<file path="src/kpar_pkg.sv">
// kpar_pkg: shared types, codes and priority tables of the keypad press and auto-repeat block
package kpar_pkg;

	localparam int KEY_COUNT = 10;
	localparam int CODE_W    = 4;
	localparam int CNT_W     = 8;
	localparam int PRESS_LEN = 10;
	localparam int RPT_LEN   = 4;

	typedef logic [KEY_COUNT-1:0] keys_t;
	typedef logic [CODE_W-1:0]    code_t;
	typedef logic [CNT_W-1:0]     cnt_t;

	// item kind codes
	typedef enum logic {
		KIND_SCAN = 1'b0,
		KIND_TICK = 1'b1
	} kind_t;

	// configuration register indexes
	typedef enum logic {
		REG_HOLDOFF = 1'b0,
		REG_REPEAT  = 1'b1
	} cfg_reg_t;

	localparam code_t CODE_NONE = 4'd0;

	// new-press priority, highest first: K8 K1 K2 K7 K6 K5 K4 K3 K10 K9
	localparam code_t PRESS_ORDER [PRESS_LEN] = '{
		4'd8, 4'd1, 4'd2, 4'd7, 4'd6, 4'd5, 4'd4, 4'd3, 4'd10, 4'd9
	};

	// auto-repeat priority, highest first: K8 K9 K6 K5
	localparam code_t RPT_ORDER [RPT_LEN] = '{4'd8, 4'd9, 4'd6, 4'd5};

	// next state of the scanner, handed from the decode logic to the registers
	typedef struct packed {
		keys_t prev_pressed;
		cnt_t  holdoff_cnt;
		cnt_t  rpt_cnt;
		code_t code;
	} kpar_next_t;

	// first key of the press order found in a key set
	function automatic code_t pick_press(keys_t keys);
		code_t c;
		c = CODE_NONE;
		for (int i = PRESS_LEN - 1; i >= 0; i--) begin
			if (keys[4'(PRESS_ORDER[i] - 4'd1)]) begin
				c = PRESS_ORDER[i];
			end
		end
		return c;
	endfunction

	// first key of the repeat order found in a key set
	function automatic code_t pick_repeat(keys_t keys);
		code_t c;
		c = CODE_NONE;
		for (int i = RPT_LEN - 1; i >= 0; i--) begin
			if (keys[4'(RPT_ORDER[i] - 4'd1)]) begin
				c = RPT_ORDER[i];
			end
		end
		return c;
	endfunction

endpackage

</file>
<file path="src/kpar_decode.sv">
// kpar_decode: edge detection, priority encoding and counter update for one item
module kpar_decode
	import kpar_pkg::*;
(
	input  logic       is_tick,
	input  keys_t      key_lines,
	input  keys_t      prev_pressed,
	input  cnt_t       holdoff_cnt,
	input  cnt_t       rpt_cnt,
	input  cnt_t       holdoff_ticks,
	input  cnt_t       repeat_ticks,
	output kpar_next_t nxt
);

	keys_t now_pressed;
	keys_t fresh;

	assign now_pressed = ~key_lines;
	assign fresh       = now_pressed & ~prev_pressed;

	// next state and key code
	always_comb begin
		nxt.prev_pressed = prev_pressed;
		nxt.holdoff_cnt  = holdoff_cnt;
		nxt.rpt_cnt      = rpt_cnt;
		nxt.code         = CODE_NONE;
		if (is_tick) begin
			// counters count down and stop at zero
			if (holdoff_cnt != '0) begin
				nxt.holdoff_cnt = holdoff_cnt - cnt_t'(1);
			end
			if (rpt_cnt != '0) begin
				nxt.rpt_cnt = rpt_cnt - cnt_t'(1);
			end
		end else begin
			nxt.prev_pressed = now_pressed;
			if (fresh != '0) begin
				nxt.holdoff_cnt = holdoff_ticks;
				nxt.code        = pick_press(fresh);
			end else if ((now_pressed & prev_pressed) != '0) begin
				// held key: repeat once both counters have run out
				if (holdoff_cnt == '0 && rpt_cnt == '0) begin
					nxt.code    = pick_repeat(now_pressed);
					nxt.rpt_cnt = repeat_ticks;
				end
			end
		end
	end

endmodule

</file>
<file path="src/keypad_press_and_autorepeat.sv">
// keypad_press_and_autorepeat: top level with input stage, scanner state and result register
//
//  channel   | handshake              | payload
//  ----------+------------------------+-----------------------------
//  input     | in_valid / in_ready    | kind, key_lines
//  result    | out_valid / out_ready  | key_code
//  config    | cfg_we (no wait)       | cfg_index, cfg_data
//
// One item per cycle while no scan waits on the result side; a scan's key code shows once it has
// passed the input register, then the result register. A tick yields no result.
// The result register parts the sides: a stall on the result side holds one scan
// in the input register; ticks keep flowing while the result register is busy until a scan is held.
// Reset clears control state, the key history and both counters, and loads
// the register defaults (hold-off 25, repeat 5).
module keypad_press_and_autorepeat
	import kpar_pkg::*;
(
	input  logic        clk,
	input  logic        arst_n,
	input  logic        in_valid,
	output logic        in_ready,
	input  logic        kind,
	input  logic [9:0]  key_lines,
	output logic        out_valid,
	input  logic        out_ready,
	output logic [3:0]  key_code,
	input  logic        cfg_we,
	input  logic        cfg_index,
	input  logic [7:0]  cfg_data
);

	localparam cnt_t HOLDOFF_RESET = 8'd25;
	localparam cnt_t REPEAT_RESET  = 8'd5;

	logic       valid_s1;
	logic       kind_s1;
	keys_t      lines_s1;
	logic       adv_s1;
	logic       out_free;

	keys_t      prev_pressed_q;
	cnt_t       holdoff_cnt_q;
	cnt_t       rpt_cnt_q;
	cnt_t       holdoff_ticks_q;
	cnt_t       repeat_ticks_q;
	logic       out_valid_q;
	code_t      key_code_q;

	kpar_next_t nxt;

	// stage advance: ticks always, scans when the result register can take them
	assign out_free = !out_valid_q || out_ready;
	assign adv_s1   = valid_s1 && (kind_s1 == KIND_TICK || out_free);
	assign in_ready = !valid_s1 || adv_s1;

	// configuration registers
	always_ff @(posedge clk or negedge arst_n) begin
		if (!arst_n) begin
			holdoff_ticks_q <= HOLDOFF_RESET;
			repeat_ticks_q  <= REPEAT_RESET;
		end else if (cfg_we) begin
			case (cfg_reg_t'(cfg_index))
				REG_HOLDOFF: holdoff_ticks_q <= cfg_data;
				REG_REPEAT:  repeat_ticks_q  <= cfg_data;
				default:     ;
			endcase
		end
	end

	// input register
	always_ff @(posedge clk or negedge arst_n) begin
		if (!arst_n) begin
			valid_s1 <= 1'b0;
		end else if (in_ready) begin
			valid_s1 <= in_valid;
		end
	end

	always_ff @(posedge clk) begin
		if (in_ready && in_valid) begin
			kind_s1  <= kind;
			lines_s1 <= key_lines;
		end
	end

	kpar_decode u_decode (
		.is_tick       (kind_s1 == KIND_TICK),
		.key_lines     (lines_s1),
		.prev_pressed  (prev_pressed_q),
		.holdoff_cnt   (holdoff_cnt_q),
		.rpt_cnt       (rpt_cnt_q),
		.holdoff_ticks (holdoff_ticks_q),
		.repeat_ticks  (repeat_ticks_q),
		.nxt           (nxt)
	);

	// scanner state
	always_ff @(posedge clk or negedge arst_n) begin
		if (!arst_n) begin
			prev_pressed_q <= '0;
			holdoff_cnt_q  <= '0;
			rpt_cnt_q      <= '0;
		end else if (adv_s1) begin
			prev_pressed_q <= nxt.prev_pressed;
			holdoff_cnt_q  <= nxt.holdoff_cnt;
			rpt_cnt_q      <= nxt.rpt_cnt;
		end
	end

	// result register
	always_ff @(posedge clk or negedge arst_n) begin
		if (!arst_n) begin
			out_valid_q <= 1'b0;
		end else if (out_free) begin
			out_valid_q <= adv_s1 && kind_s1 == KIND_SCAN;
		end
	end

	always_ff @(posedge clk) begin
		if (out_free && adv_s1 && kind_s1 == KIND_SCAN) begin
			key_code_q <= nxt.code;
		end
	end

	assign out_valid = out_valid_q;
	assign key_code  = key_code_q;

endmodule

</file>
<file path="config.mk">
export PLATFORM = sky130hd
export DESIGN_NAME = keypad_press_and_autorepeat
export DESIGN_NICKNAME = d
export VERILOG_FILES = /design/src/kpar_pkg.sv /design/src/kpar_decode.sv /design/src/keypad_press_and_autorepeat.sv
export SDC_FILE = /design/constraint.sdc
export NUM_CORES = 1
export LEC_CHECK = 0
export ABC_AREA = 1
export CELL_PAD_IN_SITES_DETAIL_PLACEMENT = 1
export CELL_PAD_IN_SITES_GLOBAL_PLACEMENT = 1
export CORE_MARGIN = 1
export CORE_UTILIZATION = 45
export DETAILED_ROUTE_END_ITERATION = 7
export DONT_BUFFER_PORTS = 1
export HOLD_SLACK_MARGIN = 0.02
export PLACE_DENSITY = 0.76
export RECOVER_POWER = 100
export REMOVE_ABC_BUFFERS = 1
export SYNTH_ARGS = -nofsm -noshare
export SYNTH_HDL_FRONTEND = slang
export SYNTH_SLANG_ARGS = --single-unit
export TNS_END_PERCENT = 10
</file>
<file path="constraint.sdc">
create_clock -name clk -period 3.6 [get_ports clk]
set_input_delay 0.36 -clock clk [delete_from_list [all_inputs] [get_ports clk]]
set_output_delay 0.36 -clock clk [all_outputs]
set_load 0.1 [all_outputs]
</file>
==> Word level (Yosys, flattened, before mapping) <==
Index checks and enable logic that the tools add are counted.
{ "op_classes": {"n_addsub": 2, "eq_ne": 3, "muxes": 22, "n_bitwise": 6, "n_reduce_logical": 25} }
{ "ops": {"columns": ["operator", "n"], "rows": [
  ["two-way mux 4 bit", 13],
  ["two-way mux 8 bit", 4],
  ["two-way mux 12 bit", 2],
  ["AND 10 bit", 2],
  ["NOT 10 bit", 2],
  ["nonzero test 10 bit", 2],
  ["logical NOT 8 bit", 2],
  ["two-way mux 16 bit", 1],
  ["nonzero test 8 bit", 2],
  ["subtractor 8 x 1 -> 8 bit (second input constant)", 2],
  ["logical AND 1 bit", 6],
  ["two-way mux 3 bit", 2],
  ["AND reduction 2 bit", 3],
  ["nonzero test 2 bit", 3],
  ["AND reduction 5 bit", 1],
  ["inequality test 2 x 1 -> 1 bit (second input constant)", 2],
  ["logical OR 1 bit", 3],
  ["AND reduction 3 bit", 1],
  ["logical NOT 1 bit", 2],
  ["inequality test 2 bit (second input constant)", 1],
  ["NOT 1 bit", 2]
]} }
{ "totals": {"ff_bits": 59, "output_inout_bits": 6} }

==> Logic depth before layout (Yosys ltp) <==
Gate-level depths: netlist of the first run.
{ "logic_depth": {"ltp_word": 13, "mapped_depth": 11, "depth_no_buf": 11} }

==> Cells and area by module <==
Synthesis of the first run repeated with hierarchy kept, for this count alone.
{ "unflattened": {"cells_unflattened": 452, "hier_area_um2": 3444.6} }
{ "modules_own_cells": {"columns": ["module", "instances", "cells_per_inst", "area_each_um2", "seq_area_each_um2"], "rows": [
  ["keypad_press_and_autorepeat", 1, 202, 2198.4, 1557.7],
  ["kpar_decode", 1, 250, 1246.2, 0.0]
]} }

==> Worst setup path before layout of the first run <==
Ideal clock, no wire load.
{ "synth_path": {"path_kind": "register to register", "from": "register out_valid_q (netlist: out_valid)", "to": "register kind_s1 (enable)", "setup_time_ps": 290, "arrival_time_ps": 2487, "required_time_ps": 3310, "setup_slack_ps": 823, "path_stages_with_launch": 4, "path_buffers": 0, "synth_period_minus_slack_ps": 2777, "path_cell_list": "dfrtp_1 nand4_1 inv_1 nor2_1"} }
{ "synth_via": {"elab_chain_cells": 6} }
{ "synth_lines": {"columns": ["item", "line_no", "text"], "rows": [
  ["from (decl)", "keypad_press_and_autorepeat.sv:46", "logic out_valid_q;"],
  ["from (signal assigned)", "keypad_press_and_autorepeat.sv:113", "out_valid_q <= 1'b0;"],
  ["from (signal assigned)", "keypad_press_and_autorepeat.sv:115", "out_valid_q <= adv_s1 && kind_s1 == KIND_SCAN;"],
  ["logical NOT 1 bit", "keypad_press_and_autorepeat.sv:52", "assign out_free = !out_valid_q || out_ready;"],
  ["logical OR 1 bit", "keypad_press_and_autorepeat.sv:52", null],
  ["logical OR 1 bit", "keypad_press_and_autorepeat.sv:53", "assign adv_s1 = valid_s1 && (kind_s1 == KIND_TICK || out_free);"],
  ["logical AND 1 bit", "keypad_press_and_autorepeat.sv:53", null],
  ["logical OR 1 bit", "keypad_press_and_autorepeat.sv:54", "assign in_ready = !valid_s1 || adv_s1;"],
  ["named net in_ready", "keypad_press_and_autorepeat.sv:21", "output logic in_ready,"],
  ["logical AND 1 bit", "keypad_press_and_autorepeat.sv:80", "if (in_ready && in_valid) begin"],
  ["to (signal assigned)", "keypad_press_and_autorepeat.sv:81", "kind_s1 <= kind;"],
  ["to (decl)", "keypad_press_and_autorepeat.sv:36", "logic kind_s1;"]
]} }
The timed path passes the listed nets, and every way through them passes these cells.
A chain may end at the register's enable or synchronous reset.

==> Final worst setup path of the first run <==
{ "layout_path": {"from": "register kind_s1", "to": "output in_ready"} }
{ "layout_via": {"elab_chain_cells": 3} }
{ "layout_lines": {"columns": ["item", "line_no"], "rows": [
  ["logical OR 1 bit", "keypad_press_and_autorepeat.sv:53"],
  ["logical AND 1 bit", "keypad_press_and_autorepeat.sv:53"],
  ["logical OR 1 bit", "keypad_press_and_autorepeat.sv:54"],
  ["to (decl)", "keypad_press_and_autorepeat.sv:21"]
]} }
No other way between the ends.

==> results of run 1 <==
## metal layers
| metal | up-vias | track usage [%] |
|---|---|---|
| met5 | - | 0 |
| met4 | 0 | 7.27 |
| met3 | 7 | 6.86 |
| met2 | 37 | 32.8 |
| met1 | 1215 | 32.6 |
| li1 | 1325 | - |
## final cells by class
cell class | instances | area (sq um) | share of cell area [%]
Clock buffer | 9 | 124 | 3.58
Clock inverter | 7 | 68.8 | 1.99
Inverter | 62 | 233 | 6.73
Multi-Input combinational cell | 286 | 1300 | 37.5
Sequential cell | 59 | 1560 | 45.1
Tap cell | 96 | 120 | 3.48
Timing Repair Buffer | 5 | 56.3 | 1.63
## where the power goes
group | switching [mW] | total, mW | internal (mW)
Clock | 0.279 | 0.594 | 0.315
Combinational | 0.406 | 0.628 | 0.222
Sequential | 0.138 | 0.962 | 0.824
Total | 0.823 | 2.18 | 1.36
## logic make-up after synthesis
logic type / synth area share (%)
simple gates: 29.7
flops: 48.7
fa+ha+maj: 1.17
buf+inv: 9.36
xor+xnor: 1.10
compound gates: 9.91
## sequential cells by signal, summed over array words and instances, names as in the netlist
name             cells
valid_s1             1
rpt_cnt_q            8
key_code             4
prev_pressed_q      10
holdoff_ticks_q      8
repeat_ticks_q       8
out_valid            1
holdoff_cnt_q        8
kind_s1              1
lines_s1            10
## per-stage QoR
stage | power [mW] | setup WS, ns | instance area, sq um | cells | hold WS, ns
finish | 2.18 | 0.833 | 3460 | 524 | 0.102
detailed placement | 1.61 | 1.22 | 3270 | 506 | 0.0655
global placement | 1.58 | 1.29 | 3270 | 506 | 0.0655
CTS | 2.24 | 1.21 | 3500 | 524 | 0.0820
global route | 2.36 | 0.697 | 3460 | 524 | 0.0750
floorplan | 1.46 | 0.548 | 3130 | 407 | 0.0644
## worst max-delay path: stages (launching register included)
cell and delay, ns:
edfxtp_1 0.80, clkinv_1 0.20, nand4_1 0.15, clkbuf_1 0.91
## worst max path at each step
stage | start | end | slack [ns] | cells past startpoint
floorplan | kind_s1$_DFFE_PP_ | kind_s1$_DFFE_PP_ | 0.55 | 4
global placement | kind_s1$_DFFE_PP_ | key_code[0]$_SDFFCE_PP0P_ | 1.29 | 4
detailed placement | kind_s1$_DFFE_PP_ | key_code[0]$_SDFFCE_PP0P_ | 1.22 | 4
CTS | kind_s1$_DFFE_PP_ | key_code[1]$_SDFFCE_PP0P_ | 1.21 | 4
global route | kind_s1$_DFFE_PP_ | in_ready | 0.70 | 3
finish | kind_s1$_DFFE_PP_ | in_ready | 0.83 | 3
## layout by cell type (no fill, tap or decap), types with 3 or more instances in the layout
| cell type | instances |
|---|---|
| a21oi_1 | 8 |
| clkbuf_8 | 9 |
| clkinvlp_4 | 4 |
| dfrtp_1 | 39 |
| dfstp_1 | 4 |
| edfxtp_1 | 15 |
| ha_1 | 3 |
| inv_1 | 54 |
| inv_2 | 7 |
| nand2_1 | 131 |
| nand2_2 | 3 |
| nand3_1 | 35 |
| nor2_1 | 37 |
| nor2_2 | 7 |
| nor3_1 | 5 |
| o21ai_0 | 42 |
| o21ai_2 | 3 |
==> metrics.txt, run 1 <==
cts bufs inserted=9; CP endpoint kind=primary output; DRC viols=0; top cells by area, synth=dfrtp_1 31%, nand2_1 15%, edfxtp_1 14%; Die Span X=86.3 um; class of the worst hold path=input port to register; reg2reg path depth=4; die span in y=86.3 um; # setup viols final=0; synthesized area=3200 sq um; maximum clock path buffer count=2; number of synthesized flops with an enable pin=15; largest net degree at the start of global routing=45; CTS Hold Bufs=2; top post-synthesis cells by count=129 x nand2_1, 53 x inv_1, 39 x dfrtp_1, 37 x o21ai_0, 36 x nor2_1; dpl hpwl=5400 um; CTS tree=done; final hold vios=0; f_max=0.361 GHz; clk slew on worst S/H paths=0.07 ns; core box area=6830 sq um; routed wl met3=192 um; Post-Route WL=7290 um; num ports=31; most common cell in the synthesized netlist=nand2_1; drt wl/cell=13.9 um; status=completed; H-tree Lvls=3; vias in the first global route=2,623; worst reg2reg path endpoint=key_code[1]$_SDFFCE_PP0P_; RSZ-0062 raised after global routing=no; Clock Latency Late Sink=0.35 ns; Initial Util=46.8%; Post-synth ARST share=74.6%; Seq/Total Area, Yosys=48.7%; GR Overflow Total=0; worst slew pin tran=1.22 ns; top layer reached by signal wires=met4; standby leakage power=1.72 nW; Die Footprint=7440 sq um; hold worst-path end=lines_s1[6]$_DFFE_PP_; cts repair resizes=0; Setup Skew=0.00672 ns; first-pass GRT wire length=12,800 um; share of cells above drive strength 1=9.58%; Clock Sinks=59; met2 wire length=3150 um; final net count=451; top_reg_cell synth=dfrtp_1; Pre-antenna DRT Iters=4; flop-to-flop setup slack=1.20 ns; Vias=2,584; final core utilization=50.6%; worst endpoint data arrival time=2.41 ns; Warnings, synthesis=0; Cells after Synth=419; Final GP Congestion=0.809; Area Growth Syn to Fin=8.14%; cell taking the most area after synthesis=dfrtp_1; max-slew violations=0; period utilisation layout=76.9%; M1 WL=3870 um; post-synth cell types=29; VDD IR max=0.000255 V; synthesized flop and latch total=59; post-synthesis area per instance=7.63 sq um; CP Max Fanout=21; antenna fix cells=0; critical path class=register to primary output; PD cells=632 nW/um^2; CP startpoint kind=register; Worst Hold Launch=key_lines[6]; relative slew slack=19.0%; initial antenna violation count=0; setup TNS=0 ns; Port Buffer Count=0; Worst R2R Start=kind_s1$_DFFE_PP_; area share of the largest cell type after synthesis=30.5%; FILL cells=882; Required @ worst endpoint=3.24 ns; Max Cap Viol=0; Routed Antenna Nets=0; Root Buffer=clkbuf_8; via/cell ratio=4.93; min Tclk post-route=2.77 ns; initial drt markers=133; Post-CTS Setup Bufs=0; Site Rows=30; Hold Crit Depth=0; All-Layer GR Usage=22.7%
No activity file was read; power rests on OpenSTA's default activity.
==> inputs of run 2 (changes only) <==
--- a/config.mk
+++ b/config.mk
@@ -5,15 +5,15 @@
 export SDC_FILE = /design/constraint.sdc
 export NUM_CORES = 1
 export LEC_CHECK = 0
-export ABC_AREA = 1
+export ABC_AREA = 0
 export CELL_PAD_IN_SITES_DETAIL_PLACEMENT = 1
 export CELL_PAD_IN_SITES_GLOBAL_PLACEMENT = 1
 export CORE_MARGIN = 1
-export CORE_UTILIZATION = 45
+export CORE_UTILIZATION = 44
 export DETAILED_ROUTE_END_ITERATION = 7
 export DONT_BUFFER_PORTS = 1
 export HOLD_SLACK_MARGIN = 0.02
-export PLACE_DENSITY = 0.76
+export PLACE_DENSITY = 0.73
 export RECOVER_POWER = 100
 export REMOVE_ABC_BUFFERS = 1
 export SYNTH_ARGS = -nofsm -noshare
==> constraint.sdc (replaced) <==
create_clock -name clk -period 2.45 [get_ports clk]
set_input_delay 0.245 -clock clk [delete_from_list [all_inputs] [get_ports clk]]
set_output_delay 0.245 -clock clk [all_outputs]
set_load 0.1 [all_outputs]
==> metrics.txt, run 2 <==
standby leakage power=1.32 nW (was 1.72 nW); synthesized flop and latch total=59 (unchanged); largest net degree at the start of global routing=45 (unchanged); Sequential Area=1560 sq um (unchanged); area share of the largest cell type after synthesis=34.7% (was 30.5%); status=completed (unchanged); Synth Area in Adders=1.33% (was 1.17%); hold slack=0.0430 ns (was 0.102 ns); Vias=2,193 (was 2,584); Synth Area in XOR/XNOR=0% (was 1.10%); hold worst-path end=repeat_ticks_q[7]$_DFFE_PN0P_ (was lines_s1[6]$_DFFE_PP_); top_reg_cell synth=dfrtp_1 (unchanged); top cells by area, synth=dfrtp_1 35%, edfxtp_1 16%, mux2_2 6.4% (was dfrtp_1 31%, nand2_1 15%, edfxtp_1 14%); Final GP Congestion=0.838 (was 0.809); Post-Route WL=6730 um (was 7290 um); Pre-antenna DRT Iters=4 (unchanged); largest family of logic cells by synthesized area=compound AO/OA/AOI/OAI gates (was simple AND/OR/NAND/NOR gates); Cells after Synth=269 (was 419); via/cell ratio=5.83 (was 4.93); maximum clock path buffer count=2 (unchanged); CP endpoint kind=register (was primary output); Hold Crit Depth=1 (was 0); core box area=6060 sq um (was 6830 sq um); multiplexer share of the synthesized area=7.11% (was 0%); total power=2.84 mW (was 2.18 mW); CP max-delay cell=or4_4 (was clkbuf_1); reg2reg path depth=6 (was 4); CP startpoint kind=register (unchanged); Die Footprint=6720 sq um (was 7440 sq um); final core utilization=53.7% (was 50.6%); Seq/Total Area, Yosys=55.3% (was 48.7%); worst reg2reg path endpoint=key_code[3]$_SDFFCE_PP0P_ (was key_code[1]$_SDFFCE_PP0P_); Max Cap Viol=0 (unchanged); die span in y=82.0 um (was 86.3 um); FILL cells=664 (was 882); initial drt markers=77 (was 133); antenna fix cells=0 (unchanged); Setup Skew=0.00825 ns (was 0.00672 ns); Area Growth Syn to Fin=15.5% (was 8.14%); num ports=31 (unchanged); worst endpoint data arrival time=2.45 ns (was 2.41 ns); Worst Hold Launch=cfg_data[7] (was key_lines[6]); Site Rows=28 (was 30); P_int=1.90 mW (was 1.36 mW); Routed Antenna Nets=0 (unchanged); Root Buffer=clkbuf_8 (unchanged); # setup viols final=0 (unchanged); crit path cell chain=or4_4 > nor3_4 > nand3_2 > nor2_1 > a21oi_1 > a211oi_1 (was clkinv_1 > nand4_1 > clkbuf_1); Initial Util=46.5% (was 46.8%); Simple-Gate Fraction of Synth Area=15.2% (was 29.7%); top post-synthesis cells by count=39 x dfrtp_1, 30 x o21ai_0, 22 x nand2_1, 22 x nor2_1, 19 x a21oi_1 (was 129 x nand2_1, 53 x inv_1, 39 x dfrtp_1, 37 x o21ai_0, 36 x nor2_1); Synth Area in Compound Gates=17.8% (was 9.91%); Post-synth ARST share=74.6% (unchanged); Warnings, synthesis=0 (unchanged); commonest non-fill, non-tap cells in the layout=39 x dfrtp_1, 30 x o21ai_0, 22 x nand2_1, 22 x nor2_1, 19 x a21oi_1 (was 131 x nand2_1, 54 x inv_1, 42 x o21ai_0, 39 x dfrtp_1, 37 x nor2_1); P_sw=942 uW (was 823 uW); combinational fraction of design power=21.0% (was 28.8%); worst slew pin tran=1.17 ns (was 1.22 ns); relative slew slack=22.4% (was 19.0%); critical path class=register to register (was register to primary output); commonest non-fill, non-tap cell in the layout=dfrtp_1 (was nand2_1); CP Max Fanout=6 (was 21); final net count=324 (was 451); PD cells=874 nW/um^2 (was 632 nW/um^2); Worst R2R Start=holdoff_cnt_q[3]$_DFFE_PN0P_ (was kind_s1$_DFFE_PP_); dpl hpwl=4750 um (was 5400 um); Required @ worst endpoint=2.61 ns (was 3.24 ns); H-tree Lvls=3 (unchanged); max-slew violations=0 (unchanged); vias in the first global route=2,290 (was 2,623); first-pass GRT wire length=11,400 um (was 12,800 um); DRC viols=0 (unchanged); CTS tree=done (unchanged); clk slew on worst S/H paths=0.07 ns (about the same); Crit path largest cell delay=0.59 ns (was 0.91 ns); flop-to-flop setup slack=0.17 ns (was 1.20 ns); Sw Share=33.1% (was 37.7%); Clock Latency Late Sink=0.35 ns (about the same); VDD IR max=0.000517 V (was 0.000255 V); class of the worst hold path=input port to register (unchanged); min Tclk post-route=2.28 ns; area of the multi-input gates=1170 sq um (was 1300 sq um); Clock Power Share=29.5% (was 27.2%); drt wl/cell=17.9 um (was 13.9 um); largest registers=lines_s1 x10, prev_pressed_q x10 (unchanged); cell taking the most area after synthesis=dfrtp_1 (unchanged); All-Layer GR Usage=23.4% (was 22.7%); cts bufs inserted=9 (unchanged); Seq pwr share=49.5% (was 44.0%); Post-CTS Setup Bufs=0 (unchanged); Clock Sinks=59 (unchanged); Die Span X=82.0 um (was 86.3 um); synthesized area=2820 sq um (was 3200 sq um); cts repair resizes=0 (unchanged); final hold vios=0 (unchanged); share of cells above drive strength 1=16.9% (was 9.58%); period utilisation layout=93.2%; f_max=0.438 GHz; RSZ-0062 raised after global routing=yes (was no); post-synth cell types=48 (was 29); initial antenna violation count=0 (unchanged); Port Buffer Count=0 (unchanged); GR Overflow Total=0 (unchanged); number of synthesized flops with an enable pin=15 (unchanged); post-synthesis area per instance=10.5 sq um (was 7.63 sq um); most common cell in the synthesized netlist=dfrtp_1 (was nand2_1)
[run 2: cell types whose count changed after synthesis, sizes merged, moves of 11 or more]
cell / delta
a21oi: +11
nand2: -112
nand3: -31
mux2: +16
o21ai: -16
nor2: -21
inv: -44
[run 2: cell families (layout without fill, tap and decap cells)]
| group | after synthesis | after routing |
|---|---|---|
| mux | 18 | 18 |
| compound gates | 83 | 83 |
| fa+ha+maj | 3 | 3 |
| simple gates | 82 | 82 |
| flops | 59 | 59 |
| buf+inv | 24 | 56 |
[run 2: layout make-up]
type	instances	area share [%]
clock buffer	14	5.31
clock inverter	2	0.308
inverter	17	1.96
multi-input combinational	186	35.9
sequential	59	47.9
tap	75	2.88
timing repair buffer	23	5.73
[run 2: timing repair]
item,CTS,global route
hold endpoints to repair,56,0
endpoints found under the setup margin,0,2
hold buffers,14,0
[run 2: routing by layer]
metal  vias up  wire length [um]  GRT usage, %
li1       1050                 -             -
met4         0               125          10.5
met5         -                 0             0
met1      1089              3230          31.7
met3        12               203          5.67
met2        42              3170          35.3
[run 2: power by group through the flow]
| stage | clock network [mW] | logic [mW] | registers (mW) |
|---|---|---|---|
| 2_1_floorplan | 0 | 0.421 | 1.39 |
| 3_3_place_gp | 0 | 0.547 | 1.41 |
| 3_5_place_dp | 0 | 0.570 | 1.42 |
| 4_1_cts | 0.846 | 0.614 | 1.41 |
| 5_1_grt | 0.888 | 0.681 | 1.43 |
| 6_report | 0.839 | 0.596 | 1.41 |
[run 2: worst max-delay path by stage]
stage,slack [ns],from,to,cells after the start
finish,0.17,holdoff_cnt_q[3]$_DFFE_PN0P_,key_code[3]$_SDFFCE_PP0P_,6
global route,-0.01,holdoff_cnt_q[3]$_DFFE_PN0P_,key_code[3]$_SDFFCE_PP0P_,6
CTS,0.18,holdoff_cnt_q[3]$_DFFE_PN0P_,rpt_cnt_q[7]$_DFFE_PN0P_,6
detailed placement,0.19,holdoff_cnt_q[3]$_DFFE_PN0P_,rpt_cnt_q[7]$_DFFE_PN0P_,6
global placement,0.27,holdoff_cnt_q[3]$_DFFE_PN0P_,rpt_cnt_q[7]$_DFFE_PN0P_,6
floorplan,0.005,out_valid$_DFFE_PN0P_,rpt_cnt_q[7]$_DFFE_PN0P_,5
[run 2: through the flow]
step                      setup TNS [ns]  instance area [sq um]  setup WS, ns  cells
after floorplan                        0                   2790       0.00474    262
after global placement                 0                   2950         0.268    346
after detailed placement               0                   2950         0.194    346
after CTS                              0                   3290         0.181    376
after global routing             -0.0139                   3250       -0.0120    376
final                                  0                   3250         0.167    376
[run 2: critical path: cells and delay by family, from the launching register on]
family | cells | cell delay (ns)
and+or+nand+nor | 4 | 1.30
DFF | 1 | 0.43
AOI/OAI and AO/OA | 2 | 0.38
